--- config.mk ---
export PLATFORM = sky130hd
export DESIGN_NAME = aabb_collision_table_core
export DESIGN_NICKNAME = d
export VERILOG_FILES = /design/src/aabbct_pkg.sv /design/src/aabbct_dp.sv /design/src/aabbct_ctrl.sv /design/src/aabb_collision_table_core.sv
export SDC_FILE = /design/constraint.sdc
export NUM_CORES = 2
export LEC_CHECK = 0
export BUFFER_PORTS_ARGS = -buffer_cell sky130_fd_sc_hd__buf_2
export CAP_MARGIN = 20
export CORE_ASPECT_RATIO = 1.5
export CORE_MARGIN = 4
export CORE_UTILIZATION = 45
export DETAILED_ROUTE_END_ITERATION = 6
export GPL_ROUTABILITY_DRIVEN = 0
export HOLD_SLACK_MARGIN = 0.1
export PLACE_DENSITY = 0.67
export SYNTH_ARGS = -nofsm -noshare
export SYNTH_HDL_FRONTEND = slang
export SYNTH_SLANG_ARGS = --single-unit
--- constraint.sdc ---
create_clock -name clk -period 8.3 [get_ports clk]
set_input_delay 1.66 -clock clk [delete_from_list [all_inputs] [get_ports clk]]
set_output_delay 1.66 -clock clk [all_outputs]
set_load 0.01 [all_outputs]
--- src/aabbct_pkg.sv ---
// shared types and codes for the box table core
package aabbct_pkg;

  typedef enum logic [1:0] {
    FUNC_ADD    = 2'd0,
    FUNC_REMOVE = 2'd1,
    FUNC_QUERY  = 2'd2,
    FUNC_CLEAR  = 2'd3
  } func_t;

  typedef enum logic [2:0] {
    ST_OK        = 3'd0,
    ST_FULL      = 3'd1,
    ST_NOT_FOUND = 3'd2,
    ST_OVERLAP   = 3'd3,
    ST_DONE      = 3'd4
  } status_t;

  localparam int unsigned FIELD_W = 16;

  // controller to datapath
  typedef struct packed {
    logic ld_cmd;
    logic add_wr;
    logic shift_wr;
    logic rd_en;
    logic cnt_inc;
    logic cnt_dec;
    logic cnt_clr;
    logic out_ld;
    logic out_match;
  } dp_cmd_t;

  // datapath to controller
  typedef struct packed {
    logic full;
    logic id_eq;
    logic hit;
  } dp_stat_t;

endpackage

--- src/aabbct_dp.sv ---
// datapath: box memory, entry count, query registers and overlap compare
module aabbct_dp #(
  parameter int MAX_BOXES  = 32,
  parameter int COORD_BITS = 16
) (
  input  logic                                clk,
  input  logic                                rst_n,
  input  aabbct_pkg::dp_cmd_t                 cmd,
  output aabbct_pkg::dp_stat_t                stat,
  input  logic [(MAX_BOXES > 1 ? $clog2(MAX_BOXES) : 1)-1:0] rd_addr,
  input  logic [(MAX_BOXES > 1 ? $clog2(MAX_BOXES) : 1)-1:0] shift_addr,
  output logic [$clog2(MAX_BOXES + 1)-1:0]    cnt,
  input  logic [aabbct_pkg::FIELD_W-1:0]      in_box_id,
  input  logic [aabbct_pkg::FIELD_W-1:0]      in_box_x,
  input  logic [aabbct_pkg::FIELD_W-1:0]      in_box_y,
  input  logic [aabbct_pkg::FIELD_W-1:0]      in_box_width,
  input  logic [aabbct_pkg::FIELD_W-1:0]      in_box_height,
  output logic [aabbct_pkg::FIELD_W-1:0]      match_id
);

  localparam int AW   = (MAX_BOXES > 1) ? $clog2(MAX_BOXES) : 1;
  localparam int CNTW = $clog2(MAX_BOXES + 1);
  localparam int FW   = aabbct_pkg::FIELD_W;
  // room for a sign-extended corner plus an unsigned size without wrap
  localparam int EW   = COORD_BITS + FW + 2;

  typedef struct packed {
    logic [FW-1:0] id;
    logic [FW-1:0] x;
    logic [FW-1:0] y;
    logic [FW-1:0] w;
    logic [FW-1:0] h;
  } entry_t;

  entry_t            mem [MAX_BOXES];
  entry_t            rd_data_r;
  logic [CNTW-1:0]   cnt_r;
  logic [CNTW-1:0]   cnt_nxt;
  logic [FW-1:0]     key_id_r;
  logic [FW-1:0]     q_x_r;
  logic [FW-1:0]     q_y_r;
  logic [FW-1:0]     q_w_r;
  logic [FW-1:0]     q_h_r;
  logic [FW-1:0]     match_id_r;
  entry_t            add_entry;

  logic signed [EW-1:0] e_x, e_y, e_w, e_h;
  logic signed [EW-1:0] q_x, q_y, q_w, q_h;
  logic                 ovl_x, ovl_y;

  // low COORD_BITS bits of the field, sign extended
  function automatic logic signed [EW-1:0] coord_ext(input logic [FW-1:0] raw);
    logic [COORD_BITS+FW-1:0] wide;
    logic [COORD_BITS-1:0]    c;
    wide = {{COORD_BITS{1'b0}}, raw};
    c    = wide[COORD_BITS-1:0];
    return EW'(signed'(c));
  endfunction

  assign add_entry = '{id: in_box_id, x: in_box_x, y: in_box_y,
                       w: in_box_width, h: in_box_height};

  always_comb begin
    cnt_nxt = cnt_r;
    if (cmd.cnt_clr) begin
      cnt_nxt = '0;
    end else if (cmd.cnt_inc) begin
      cnt_nxt = cnt_r + CNTW'(1);
    end else if (cmd.cnt_dec) begin
      cnt_nxt = cnt_r - CNTW'(1);
    end
  end

  always_ff @(posedge clk) begin
    if (!rst_n) begin
      cnt_r <= '0;
    end else begin
      cnt_r <= cnt_nxt;
    end
  end

  always_ff @(posedge clk) begin
    if (cmd.add_wr) begin
      mem[cnt_r[AW-1:0]] <= add_entry;
    end else if (cmd.shift_wr) begin
      mem[shift_addr] <= rd_data_r;
    end
    if (cmd.rd_en) begin
      rd_data_r <= mem[rd_addr];
    end
  end

  always_ff @(posedge clk) begin
    if (cmd.ld_cmd) begin
      key_id_r <= in_box_id;
      q_x_r    <= in_box_x;
      q_y_r    <= in_box_y;
      q_w_r    <= in_box_width;
      q_h_r    <= in_box_height;
    end
    if (cmd.out_ld) begin
      match_id_r <= cmd.out_match ? rd_data_r.id : '0;
    end
  end

  // closed-interval overlap on both axes
  always_comb begin
    e_x   = coord_ext(rd_data_r.x);
    e_y   = coord_ext(rd_data_r.y);
    e_w   = EW'(rd_data_r.w);
    e_h   = EW'(rd_data_r.h);
    q_x   = coord_ext(q_x_r);
    q_y   = coord_ext(q_y_r);
    q_w   = EW'(q_w_r);
    q_h   = EW'(q_h_r);
    ovl_x = (e_x <= q_x + q_w) && (e_x + e_w >= q_x);
    ovl_y = (e_y <= q_y + q_h) && (e_y + e_h >= q_y);
  end

  assign stat.full  = (cnt_r == CNTW'(MAX_BOXES));
  assign stat.id_eq = (rd_data_r.id == key_id_r);
  assign stat.hit   = ovl_x && ovl_y && !stat.id_eq;
  assign cnt        = cnt_r;
  assign match_id   = match_id_r;

endmodule

--- src/aabbct_ctrl.sv ---
// controller: operation sequencing, table walk and result register
module aabbct_ctrl #(
  parameter int MAX_BOXES = 32
) (
  input  logic                             clk,
  input  logic                             rst_n,
  input  logic                             in_valid,
  output logic                             in_ready,
  input  logic [1:0]                       in_func,
  output logic                             out_valid,
  input  logic                             out_ready,
  output logic [2:0]                       out_status,
  output logic                             out_last,
  output aabbct_pkg::dp_cmd_t              cmd,
  input  aabbct_pkg::dp_stat_t             stat,
  input  logic [$clog2(MAX_BOXES + 1)-1:0] cnt,
  output logic [(MAX_BOXES > 1 ? $clog2(MAX_BOXES) : 1)-1:0] rd_addr,
  output logic [(MAX_BOXES > 1 ? $clog2(MAX_BOXES) : 1)-1:0] shift_addr
);

  localparam int AW   = (MAX_BOXES > 1) ? $clog2(MAX_BOXES) : 1;
  localparam int CNTW = $clog2(MAX_BOXES + 1);

  typedef enum logic {
    S_IDLE,
    S_WALK
  } state_t;

  state_t                state_r, state_nxt;
  aabbct_pkg::func_t     op_r, op_nxt;
  logic [CNTW-1:0]       idx_r, idx_nxt;
  logic                  chk_v_r, chk_v_nxt;
  logic [AW-1:0]         chk_addr_r, chk_addr_nxt;
  logic                  found_r, found_nxt;
  logic                  out_valid_r, out_valid_nxt;
  aabbct_pkg::status_t   out_status_r, out_status_nxt;
  logic                  out_last_r, out_last_nxt;
  logic                  out_free;
  logic                  stall;

  assign out_free   = !out_valid_r || out_ready;
  assign in_ready   = (state_r == S_IDLE) && out_free;
  assign rd_addr    = idx_r[AW-1:0];
  assign shift_addr = chk_addr_r - AW'(1);
  // a query hit waits while the previous beat is still unread
  assign stall      = chk_v_r && (op_r == aabbct_pkg::FUNC_QUERY) && stat.hit && !out_free;

  always_comb begin
    state_nxt      = state_r;
    op_nxt         = op_r;
    idx_nxt        = idx_r;
    chk_v_nxt      = chk_v_r;
    chk_addr_nxt   = chk_addr_r;
    found_nxt      = found_r;
    out_valid_nxt  = out_valid_r && !out_ready;
    out_status_nxt = out_status_r;
    out_last_nxt   = out_last_r;
    cmd            = '0;

    unique case (state_r)
      S_IDLE: begin
        if (in_valid && in_ready) begin
          unique case (aabbct_pkg::func_t'(in_func))
            aabbct_pkg::FUNC_ADD: begin
              cmd.out_ld    = 1'b1;
              out_valid_nxt = 1'b1;
              out_last_nxt  = 1'b1;
              if (stat.full) begin
                out_status_nxt = aabbct_pkg::ST_FULL;
              end else begin
                out_status_nxt = aabbct_pkg::ST_OK;
                cmd.add_wr     = 1'b1;
                cmd.cnt_inc    = 1'b1;
              end
            end
            aabbct_pkg::FUNC_CLEAR: begin
              cmd.out_ld     = 1'b1;
              cmd.cnt_clr    = 1'b1;
              out_valid_nxt  = 1'b1;
              out_last_nxt   = 1'b1;
              out_status_nxt = aabbct_pkg::ST_OK;
            end
            aabbct_pkg::FUNC_REMOVE, aabbct_pkg::FUNC_QUERY: begin
              cmd.ld_cmd = 1'b1;
              op_nxt     = aabbct_pkg::func_t'(in_func);
              idx_nxt    = '0;
              chk_v_nxt  = 1'b0;
              found_nxt  = 1'b0;
              state_nxt  = S_WALK;
            end
            default: begin
              state_nxt = S_IDLE;
            end
          endcase
        end
      end

      S_WALK: begin
        // check stage: entry held in the read data register
        if (chk_v_r && !stall) begin
          if (op_r == aabbct_pkg::FUNC_QUERY) begin
            if (stat.hit) begin
              cmd.out_ld     = 1'b1;
              cmd.out_match  = 1'b1;
              out_valid_nxt  = 1'b1;
              out_last_nxt   = 1'b0;
              out_status_nxt = aabbct_pkg::ST_OVERLAP;
            end
          end else if (found_r) begin
            // close the gap: entry moves down one slot
            cmd.shift_wr = 1'b1;
          end else if (stat.id_eq) begin
            found_nxt = 1'b1;
          end
        end

        // read stage
        if (!stall) begin
          if (idx_r != cnt) begin
            cmd.rd_en    = 1'b1;
            idx_nxt      = idx_r + CNTW'(1);
            chk_v_nxt    = 1'b1;
            chk_addr_nxt = idx_r[AW-1:0];
          end else begin
            chk_v_nxt = 1'b0;
          end
        end

        // walk drained: final beat
        if (!chk_v_r && (idx_r == cnt) && out_free) begin
          cmd.out_ld    = 1'b1;
          out_valid_nxt = 1'b1;
          out_last_nxt  = 1'b1;
          state_nxt     = S_IDLE;
          if (op_r == aabbct_pkg::FUNC_QUERY) begin
            out_status_nxt = aabbct_pkg::ST_DONE;
          end else if (found_r) begin
            out_status_nxt = aabbct_pkg::ST_OK;
            cmd.cnt_dec    = 1'b1;
          end else begin
            out_status_nxt = aabbct_pkg::ST_NOT_FOUND;
          end
        end
      end

      default: begin
        state_nxt = S_IDLE;
      end
    endcase
  end

  always_ff @(posedge clk) begin
    if (!rst_n) begin
      state_r      <= S_IDLE;
      op_r         <= aabbct_pkg::FUNC_ADD;
      idx_r        <= '0;
      chk_v_r      <= 1'b0;
      chk_addr_r   <= '0;
      found_r      <= 1'b0;
      out_valid_r  <= 1'b0;
      out_status_r <= aabbct_pkg::ST_OK;
      out_last_r   <= 1'b0;
    end else begin
      state_r      <= state_nxt;
      op_r         <= op_nxt;
      idx_r        <= idx_nxt;
      chk_v_r      <= chk_v_nxt;
      chk_addr_r   <= chk_addr_nxt;
      found_r      <= found_nxt;
      out_valid_r  <= out_valid_nxt;
      out_status_r <= out_status_nxt;
      out_last_r   <= out_last_nxt;
    end
  end

  assign out_valid  = out_valid_r;
  assign out_status = out_status_r;
  assign out_last   = out_last_r;

endmodule

--- src/aabb_collision_table_core.sv ---
// top level of the axis-aligned box table with overlap query
// Ordered table of up to MAX_BOXES boxes held in a single-port-write,
// single-port-read memory, one entry read per cycle with registered data
// unless a held-up query match beat stalls the walk. Add and clear give
// one beat, registered at acceptance. Remove and query walk the stored
// boxes, one memory read each, and then check the last entry read before
// the final beat; a query also waits while a match beat is held up by the
// result channel. Remove shifts later entries down during the same walk.
// A new item is taken while the last result beat waits, as long as the output
// register is being emptied that cycle. No clearing pass after reset.
module aabb_collision_table_core #(
  parameter int MAX_BOXES  = 32,
  parameter int COORD_BITS = 16
) (
  input  logic                        clk,
  input  logic                        rst_n,
  input  logic                        in_valid,
  output logic                        in_ready,
  input  logic [1:0]                  in_func,
  input  logic [15:0]                 in_box_id,
  input  logic signed [15:0]          in_box_x,
  input  logic signed [15:0]          in_box_y,
  input  logic [15:0]                 in_box_width,
  input  logic [15:0]                 in_box_height,
  output logic                        out_valid,
  input  logic                        out_ready,
  output logic [2:0]                  out_status,
  output logic [15:0]                 out_match_id,
  output logic                        out_last
);

  localparam int AW   = (MAX_BOXES > 1) ? $clog2(MAX_BOXES) : 1;
  localparam int CNTW = $clog2(MAX_BOXES + 1);

  aabbct_pkg::dp_cmd_t  cmd;
  aabbct_pkg::dp_stat_t stat;
  logic [CNTW-1:0]      cnt;
  logic [AW-1:0]        rd_addr;
  logic [AW-1:0]        shift_addr;

  aabbct_ctrl #(
    .MAX_BOXES (MAX_BOXES)
  ) u_ctrl (
    .clk        (clk),
    .rst_n      (rst_n),
    .in_valid   (in_valid),
    .in_ready   (in_ready),
    .in_func    (in_func),
    .out_valid  (out_valid),
    .out_ready  (out_ready),
    .out_status (out_status),
    .out_last   (out_last),
    .cmd        (cmd),
    .stat       (stat),
    .cnt        (cnt),
    .rd_addr    (rd_addr),
    .shift_addr (shift_addr)
  );

  aabbct_dp #(
    .MAX_BOXES  (MAX_BOXES),
    .COORD_BITS (COORD_BITS)
  ) u_dp (
    .clk           (clk),
    .rst_n         (rst_n),
    .cmd           (cmd),
    .stat          (stat),
    .rd_addr       (rd_addr),
    .shift_addr    (shift_addr),
    .cnt           (cnt),
    .in_box_id     (in_box_id),
    .in_box_x      (in_box_x),
    .in_box_y      (in_box_y),
    .in_box_width  (in_box_width),
    .in_box_height (in_box_height),
    .match_id      (out_match_id)
  );

`ifndef NO_ASSERTIONS
  // table never holds more than its capacity
  a_cnt_bound: assert property (@(posedge clk) disable iff (!rst_n)
    cnt <= CNTW'(MAX_BOXES))
    else $error("entry count above capacity");

  // append only when there is room
  a_add_room: assert property (@(posedge clk) disable iff (!rst_n)
    cmd.cnt_inc |-> !stat.full)
    else $error("append to a full table");

  // shift write never lands on the slot being read, nor with an append
  a_shift_port: assert property (@(posedge clk) disable iff (!rst_n)
    cmd.shift_wr |-> !cmd.add_wr && (!cmd.rd_en || (rd_addr != shift_addr)))
    else $error("memory port conflict during remove");

  // a count change always comes with a result beat
  a_cnt_beat: assert property (@(posedge clk) disable iff (!rst_n)
    (cmd.cnt_inc || cmd.cnt_dec || cmd.cnt_clr) |=> out_valid && out_last)
    else $error("table changed without a final beat");
`endif

endmodule

# [After elaboration in Yosys (flattened, before gate mapping)]
# Memory sizes are Yosys's and may differ from the RTL's. A register that Yosys moved wholly into a read port is not among the register bits.
# Cells that the tools add are included.
[totals] regBits=123 mem_bits_rw=2560 inputBits=86 output_inout_bits=22 wordCells=160 n_memories=1
[classes] n_addsub=8 n_lt_le_gt_ge=4 n_eq_ne=19 mux=76 n_bitwise=3 n_reduce_logical=33
[mem_list] name="u_dp.mem" depth=32 word_bits=80 rd=1 rd_clocked_by_memory_dff=1 wr=1 line_no="aabbct_dp.sv:35" rtl="entry_t mem [MAX_BOXES];"
[op_table] op="80-bit two-way mux" count=1
[op_table] op="80-bit OR reduction" count=1
[op_table] op="16-bit by 17-bit adder with 18-bit output" count=4
[op_table] op="1-bit two-way mux" count=45
[op_table] op="18-bit by 16-bit greater-or-equal comparator with 1-bit output" count=2
[op_table] op="16-bit by 18-bit <= comparator with 1-bit output" count=2
[op_table] op="6-bit two-way mux" count=6
[op_table] op="3-bit two-way mux" count=6
[op_table] op="16-bit == test" count=1
[op_table] op="2-bit two-way mux" count=8
[op_table] op="2-bit != test, second input constant" count=7
[op_table] op="1-bit logical AND" count=13
[op_table] op="6-bit by 1-bit adder with 6-bit output, second input constant" count=2
[op_table] op="1-bit one-hot mux with 2 select lines" count=6
[op_table] op="3-bit one-hot mux with 2 select lines" count=2
[op_table] op="6-bit one-hot mux with 2 select lines" count=1
[op_table] op="5-bit AND reduction" count=2
[op_table] op="3-bit != test, second input constant" count=3
[op_table] op="3-bit AND reduction" count=3
[op_table] op="4-bit AND reduction" count=2
[op_table] op="2-bit == test, second input constant" count=3
[op_table] op="6-bit == test" count=1
[op_table] op="6-bit == test, second input constant" count=1
[op_table] op="1-bit zero test" count=6
[op_table] op="11 further kinds" count=15

# [Longest topological paths before layout]
[depth] depth_word=16 depth_mapped=21 depth_no_buf=20

# [Hierarchy]
# From an unflattened synthesis, not the netlist that was laid out.
[unflattened] hier_cells=4798 area_unflattened_um2=109658.9
[modules_own_cells] mod="aabbct_dp" instances=1 cells_each=4651 area_per_inst_um2=108445.3 seq_area_each_um2=82278.9
[modules_own_cells] mod="aabbct_ctrl" instances=1 cells_each=147 area_per_inst_um2=1213.7 seq_area_each_um2=420.4

# [Least setup slack after synthesis]
# OpenSTA, ideal clock, no wires.
[synth_path] path_type="input to register" startpoint="input out_ready" endpoint="memory u_dp.mem[17][0] (netlist name) (enable)" setup_ns=0.519 arrival_time_ns=6.156 required_time_ns=7.781 slack_ns=1.624 stages=8 n_path_buf=0 cell_sequence="nor2b_1 > nor2_1 > and2_1 > and3_1 > inv_1 > nor3_1 > a31oi_1 > nor2_1"
[synth_between] elab_cells_between_ends=19 classes_between="mux: 11; reduce/logical: 8"
[synth_rtl] item="start, declared" line_no="aabb_collision_table_core.sv:26" rtl="input logic out_ready,"
[synth_rtl] item="1-bit logical OR (*)" line_no="aabbct_ctrl.sv:41" rtl="assign out_free = !out_valid_r || out_ready;"
[synth_rtl] item="1-bit logical AND (*)" line_no="aabbct_ctrl.sv:42" rtl="assign in_ready = (state_r == S_IDLE) && out_free;"
[synth_rtl] item="via in_ready" line_no="aabb_collision_table_core.sv:18" rtl="output logic in_ready,"
[synth_rtl] item="1-bit logical AND (*)" line_no="aabbct_ctrl.sv:62" rtl="if (in_valid && in_ready) begin"
[synth_rtl] item="2-bit two-way mux (*)" line_no="aabbct_ctrl.sv:62"
[synth_rtl] item="2-bit two-way mux (*)" line_no="aabbct_ctrl.sv:60" rtl="unique case (state_r)"
[synth_rtl] item="1-bit two-way mux" line_no="aabbct_dp.sv:83" rtl="if (cmd.add_wr) begin"
[synth_rtl] item="1-bit two-way mux (implied by the code)" line_no="aabbct_dp.sv:86" rtl="mem[shift_addr] <= rd_data_r;"
[synth_rtl] item="80-bit OR reduction (no source line)"
[synth_rtl] item="5-bit two-way mux (no source line) or 1-bit two-way mux (tied branches)"
[synth_rtl] item="end, declared" line_no="aabbct_dp.sv:35"
# Mark *: on every way through the listed nets, which the timed path passes. The rest lies on a longest branch.

==> metrics.md <==
| Metric | Value |
|---|---|
| Result of the run | `complete, no violations` |
| Half-perimeter wire length after detailed placement | `148000 um` |
| Commonest cells in the netlist | `2736 x sky130_fd_sc_hd__edfxtp_1, 800 x sky130_fd_sc_hd__mux4_2, 299 x sky130_fd_sc_hd__nand2_1, 166 x sky130_fd_sc_hd__clkbuf_1, 148 x sky130_fd_sc_hd__ha_1` |
| Critical-path cell list | `ha_1 -> fa_1 -> a21oi_1 -> o21ai_0 -> o41a_1 -> a41o_1 -> o41ai_1 -> o2111ai_1 -> a21oi_1 -> xnor2_1 -> ha_1 -> nand4_1 -> or4_1 -> o31a_1 -> o2bb2ai_2 -> nor4b_2 -> nor2_4 -> buf_12` |
| Placed instance area | `115000 um^2` |
| GRT Overall Usage | `0.221` |
| Number of hold violations in the final report | `0` |
| Worst setup skew after layout | `0.0829 ns` |
| Total die area | `252000 um^2` |
| Peak Freq | `0.141 GHz` |
| Pin count of the biggest net entering global routing | `136` |
| Cell type with the largest total area after synthesis | `sky130_fd_sc_hd__edfxtp_1` |
| Critical-path top delay cell | `sky130_fd_sc_hd__nor2_4` |
| Number of buffers created by CTS | `239` |
| Startpoint types | `flop` |
| 1st-pass router iterations | `5` |
| Via count | `53100` |
| Crit-path max cell delay | `0.89 ns` |
| Port-buffer cells | `107` |
| Area contributors post-synth | `sky130_fd_sc_hd__edfxtp_1 75%, sky130_fd_sc_hd__mux4_2 16%, sky130_fd_sc_hd__ha_1 1.7%` |
| Synthesized flop and latch total | `2763` |
| Type of the worst setup path | `flop to flop` |
| Clock tree from TritonCTS | `yes` |
| Flip-flop cell with the highest count after synthesis | `sky130_fd_sc_hd__edfxtp_1` |
| Fraction of the yosys area taken by sequential cells | `0.755` |
| Post-DR vias/cell | `6.12` |
| Number of post-CTS setup repair buffers | `0` |
| Most common cell in the synthesized netlist | `sky130_fd_sc_hd__edfxtp_1` |
| Number of nets still failing antenna checks after routing | `0` |
| VDD IR-drop max | `0.187 mV` |
| Arrival time worst endpoint | `7.58 ns` |
| Req. time, crit path | `8.79 ns` |
| Post-route cell area | `123000 um^2` |
| Netlist cell types | `63` |
| Core outline area | `242000 um^2` |
| Post-synth top area share | `0.750` |
| Number of ports placed on the die boundary | `108` |
| Post-detailed-routing wire length | `280000 um` |
| Post-Syn Nets | `5222` |
| Path category of the worst min-delay check | `flop to flop` |
| Number of synthesized flops with an enable pin | `2736` |
| P_leak | `37.7 nW` |
| Starting density of the core | `0.453` |
| Overall die width | `411 um` |
| Clock root buffer master | `sky130_fd_sc_hd__clkbuf_16` |
| Total of hold buffers inserted after clock tree synthesis | `0` |
| Post-CTS Resized | `0` |
| Clock sinks | `2763` |
| Crit path time final | `7.09 ns` |
| Largest fanout of any net on the critical path | `64` |
| GRT Residual Overflow | `0` |
| Vias in the first global route | `54300` |
| Relative slew margins | `0.231` |
| Worst Setup End Kind | `flop` |
| Clk slew on worst S/H paths | `0.07 ns` |
| Die boundary height | `612 um` |
| Initial antenna violation count | `20` |
| Number of H-tree levels | `4` |
| Wire length of the first global-routing pass | `398000 um` |
| Max_cap viols | `0` |
| DRC errors left | `0` |
| Worst-skew pair later-pin latency | `0.90 ns` |
| Setup violators final | `0` |
| # rows | `221` |
| Crit share post-route | `0.854` |
| Pwr dens | `229 nW/um^2` |
| Clock tree buffer depth | `4` |
| Synth-to-Final Area Change | `12.2%` |
| DRT iter0 DRCs | `6105` |
| Worst Max-Slew Pin Slew | `1.15 ns` |
| Number of max-slew violations in the final report | `0` |
| RSZ-0062 raised after global routing | `no` |
| Routed length per placed instance | `32.2 um` |
| Setup_tns | `0 ns` |
| YS warnings | `0` |
| Syn_area_per_cell | `22.0 um^2` |
| NumNets Final | `5482` |
| Post-synthesis instance total | `4983` |
| Share of cells above drive strength 1 | `0.280` |
| Post-synth design cell area | `110000 um^2` |
| Share of async-settable or async-resettable flops after synthesis | `0` |
## layer usage
layer / global-route usage / up-vias / part of all wire
li1: - / 21400 / -
met1: 0.287 / 28900 / 0.37
met2: 0.387 / 2342 / 0.52
met3: 0.0317 / 466 / 0.073
met4: 0.0687 / 4 / 0.034
met5: 0 / - / 0.000075
## registers in the layout (all words and copies together) (netlist names)
register           cells
u_dp.q_w_r            16
u_dp.q_y_r            16
u_dp.e_w              16
u_ctrl.found_r         1
u_dp.match_id         16
u_ctrl.out_last        1
u_ctrl.out_status      3
u_dp.mem            2560
u_dp.cnt               6
u_ctrl.idx_r           6
u_dp.e_x              16
u_dp.e_h              16
u_dp.e_y              16
u_dp.key_id_r         16
u_ctrl.state_r         1
u_ctrl.chk_addr_r      5
u_ctrl.out_valid       1
u_ctrl.op_r            2
u_dp.q_x_r            16
u_dp.rd_data_r        16
u_ctrl.chk_v_r         1
u_dp.q_h_r            16
## final cells by class
cell class	count	area [um^2]
clock inverter	138	1380
clock buffer	291	6320
multi-input combinational	1927	26000
tap	3233	4050
antenna	8	20.0
timing repair buffer	236	2090
fill	18700	119000
sequential	2763	82700
inverter	76	288
## stage by stage
step                      hold slack, ns  total power, mW  setup WS (ns)  instances   util
final                              0.488             28.1           1.21       8672  0.508
after global routing               0.509             29.0          0.947       8666  0.508
after CTS                          0.488             28.3           1.30       8648  0.506
after detailed placement           0.472             17.2           1.33       8219  0.474
after global placement             0.461             17.2           1.46       8215  0.474
after floorplan                    0.446             16.7           1.62       4983      -
## report_power, final
part	leakage [nW]	total, mW	internal [mW]	switching (mW)
clock	3.73	11.2	6.19	5.01
combinational	9.11	1.41	0.580	0.831
sequential	24.9	15.5	15.4	0.0652
total	37.7	28.1	22.2	5.90
## worst max-delay path, delay by kind of cell, from the launching register on
family | cells | cell delay (ns)
XOR/XNOR | 1 | 0.10
adder cells (fa/ha/maj) | 3 | 0.99
AO/OA/AOI/OAI | 9 | 2.81
flip-flops | 1 | 0.42
AND/OR/NAND/NOR | 4 | 1.84
buffers and inverters | 1 | 0.41
## cells by family (layout without fill, tap and decap cells)
group	after synthesis	count (layout)	share of synthesized area
and+or+nand+nor	573	573	0.0233
other	0	8	0
muxes	887	887	0.173
DFF	2763	2763	0.755
adders and majority gates	153	153	0.0178
buffers and inverters	293	741	0.0103
AOI/OAI and AO/OA	227	227	0.0133
xor gates and xnor gates	87	87	0.00696
## cells in the final DEF (no fill, tap or decap), drive strengths merged, types with 23 or more instances in the layout
master     n
xnor2     56
ha       148
inv       83
edfxtp  2736
nor2     100
nand2    299
mux4     800
clkinv    86
bufinv    25
nand3     26
mux2      80
dfxtp     27
buf      236
o21ai     44
xor2      31
nor3      36
clkbuf   291
nand4     23
a21oi     69
## worst paths after layout
check                         startpoint                           to  slack [ns]  cells after the start
max                u_dp.e_h[0]$_DFFE_PP_       u_dp.e_x[10]$_DFFE_PP_        1.21                     18
min          u_ctrl.op_r[0]$_SDFFE_PN0P_  u_ctrl.op_r[0]$_SDFFE_PN0P_        0.49                      2
max reg2reg        u_dp.e_h[0]$_DFFE_PP_       u_dp.e_x[10]$_DFFE_PP_        1.21                     18
min reg2reg  u_ctrl.op_r[0]$_SDFFE_PN0P_  u_ctrl.op_r[0]$_SDFFE_PN0P_        0.49                      2
Power figures use the tool's default switching activity.
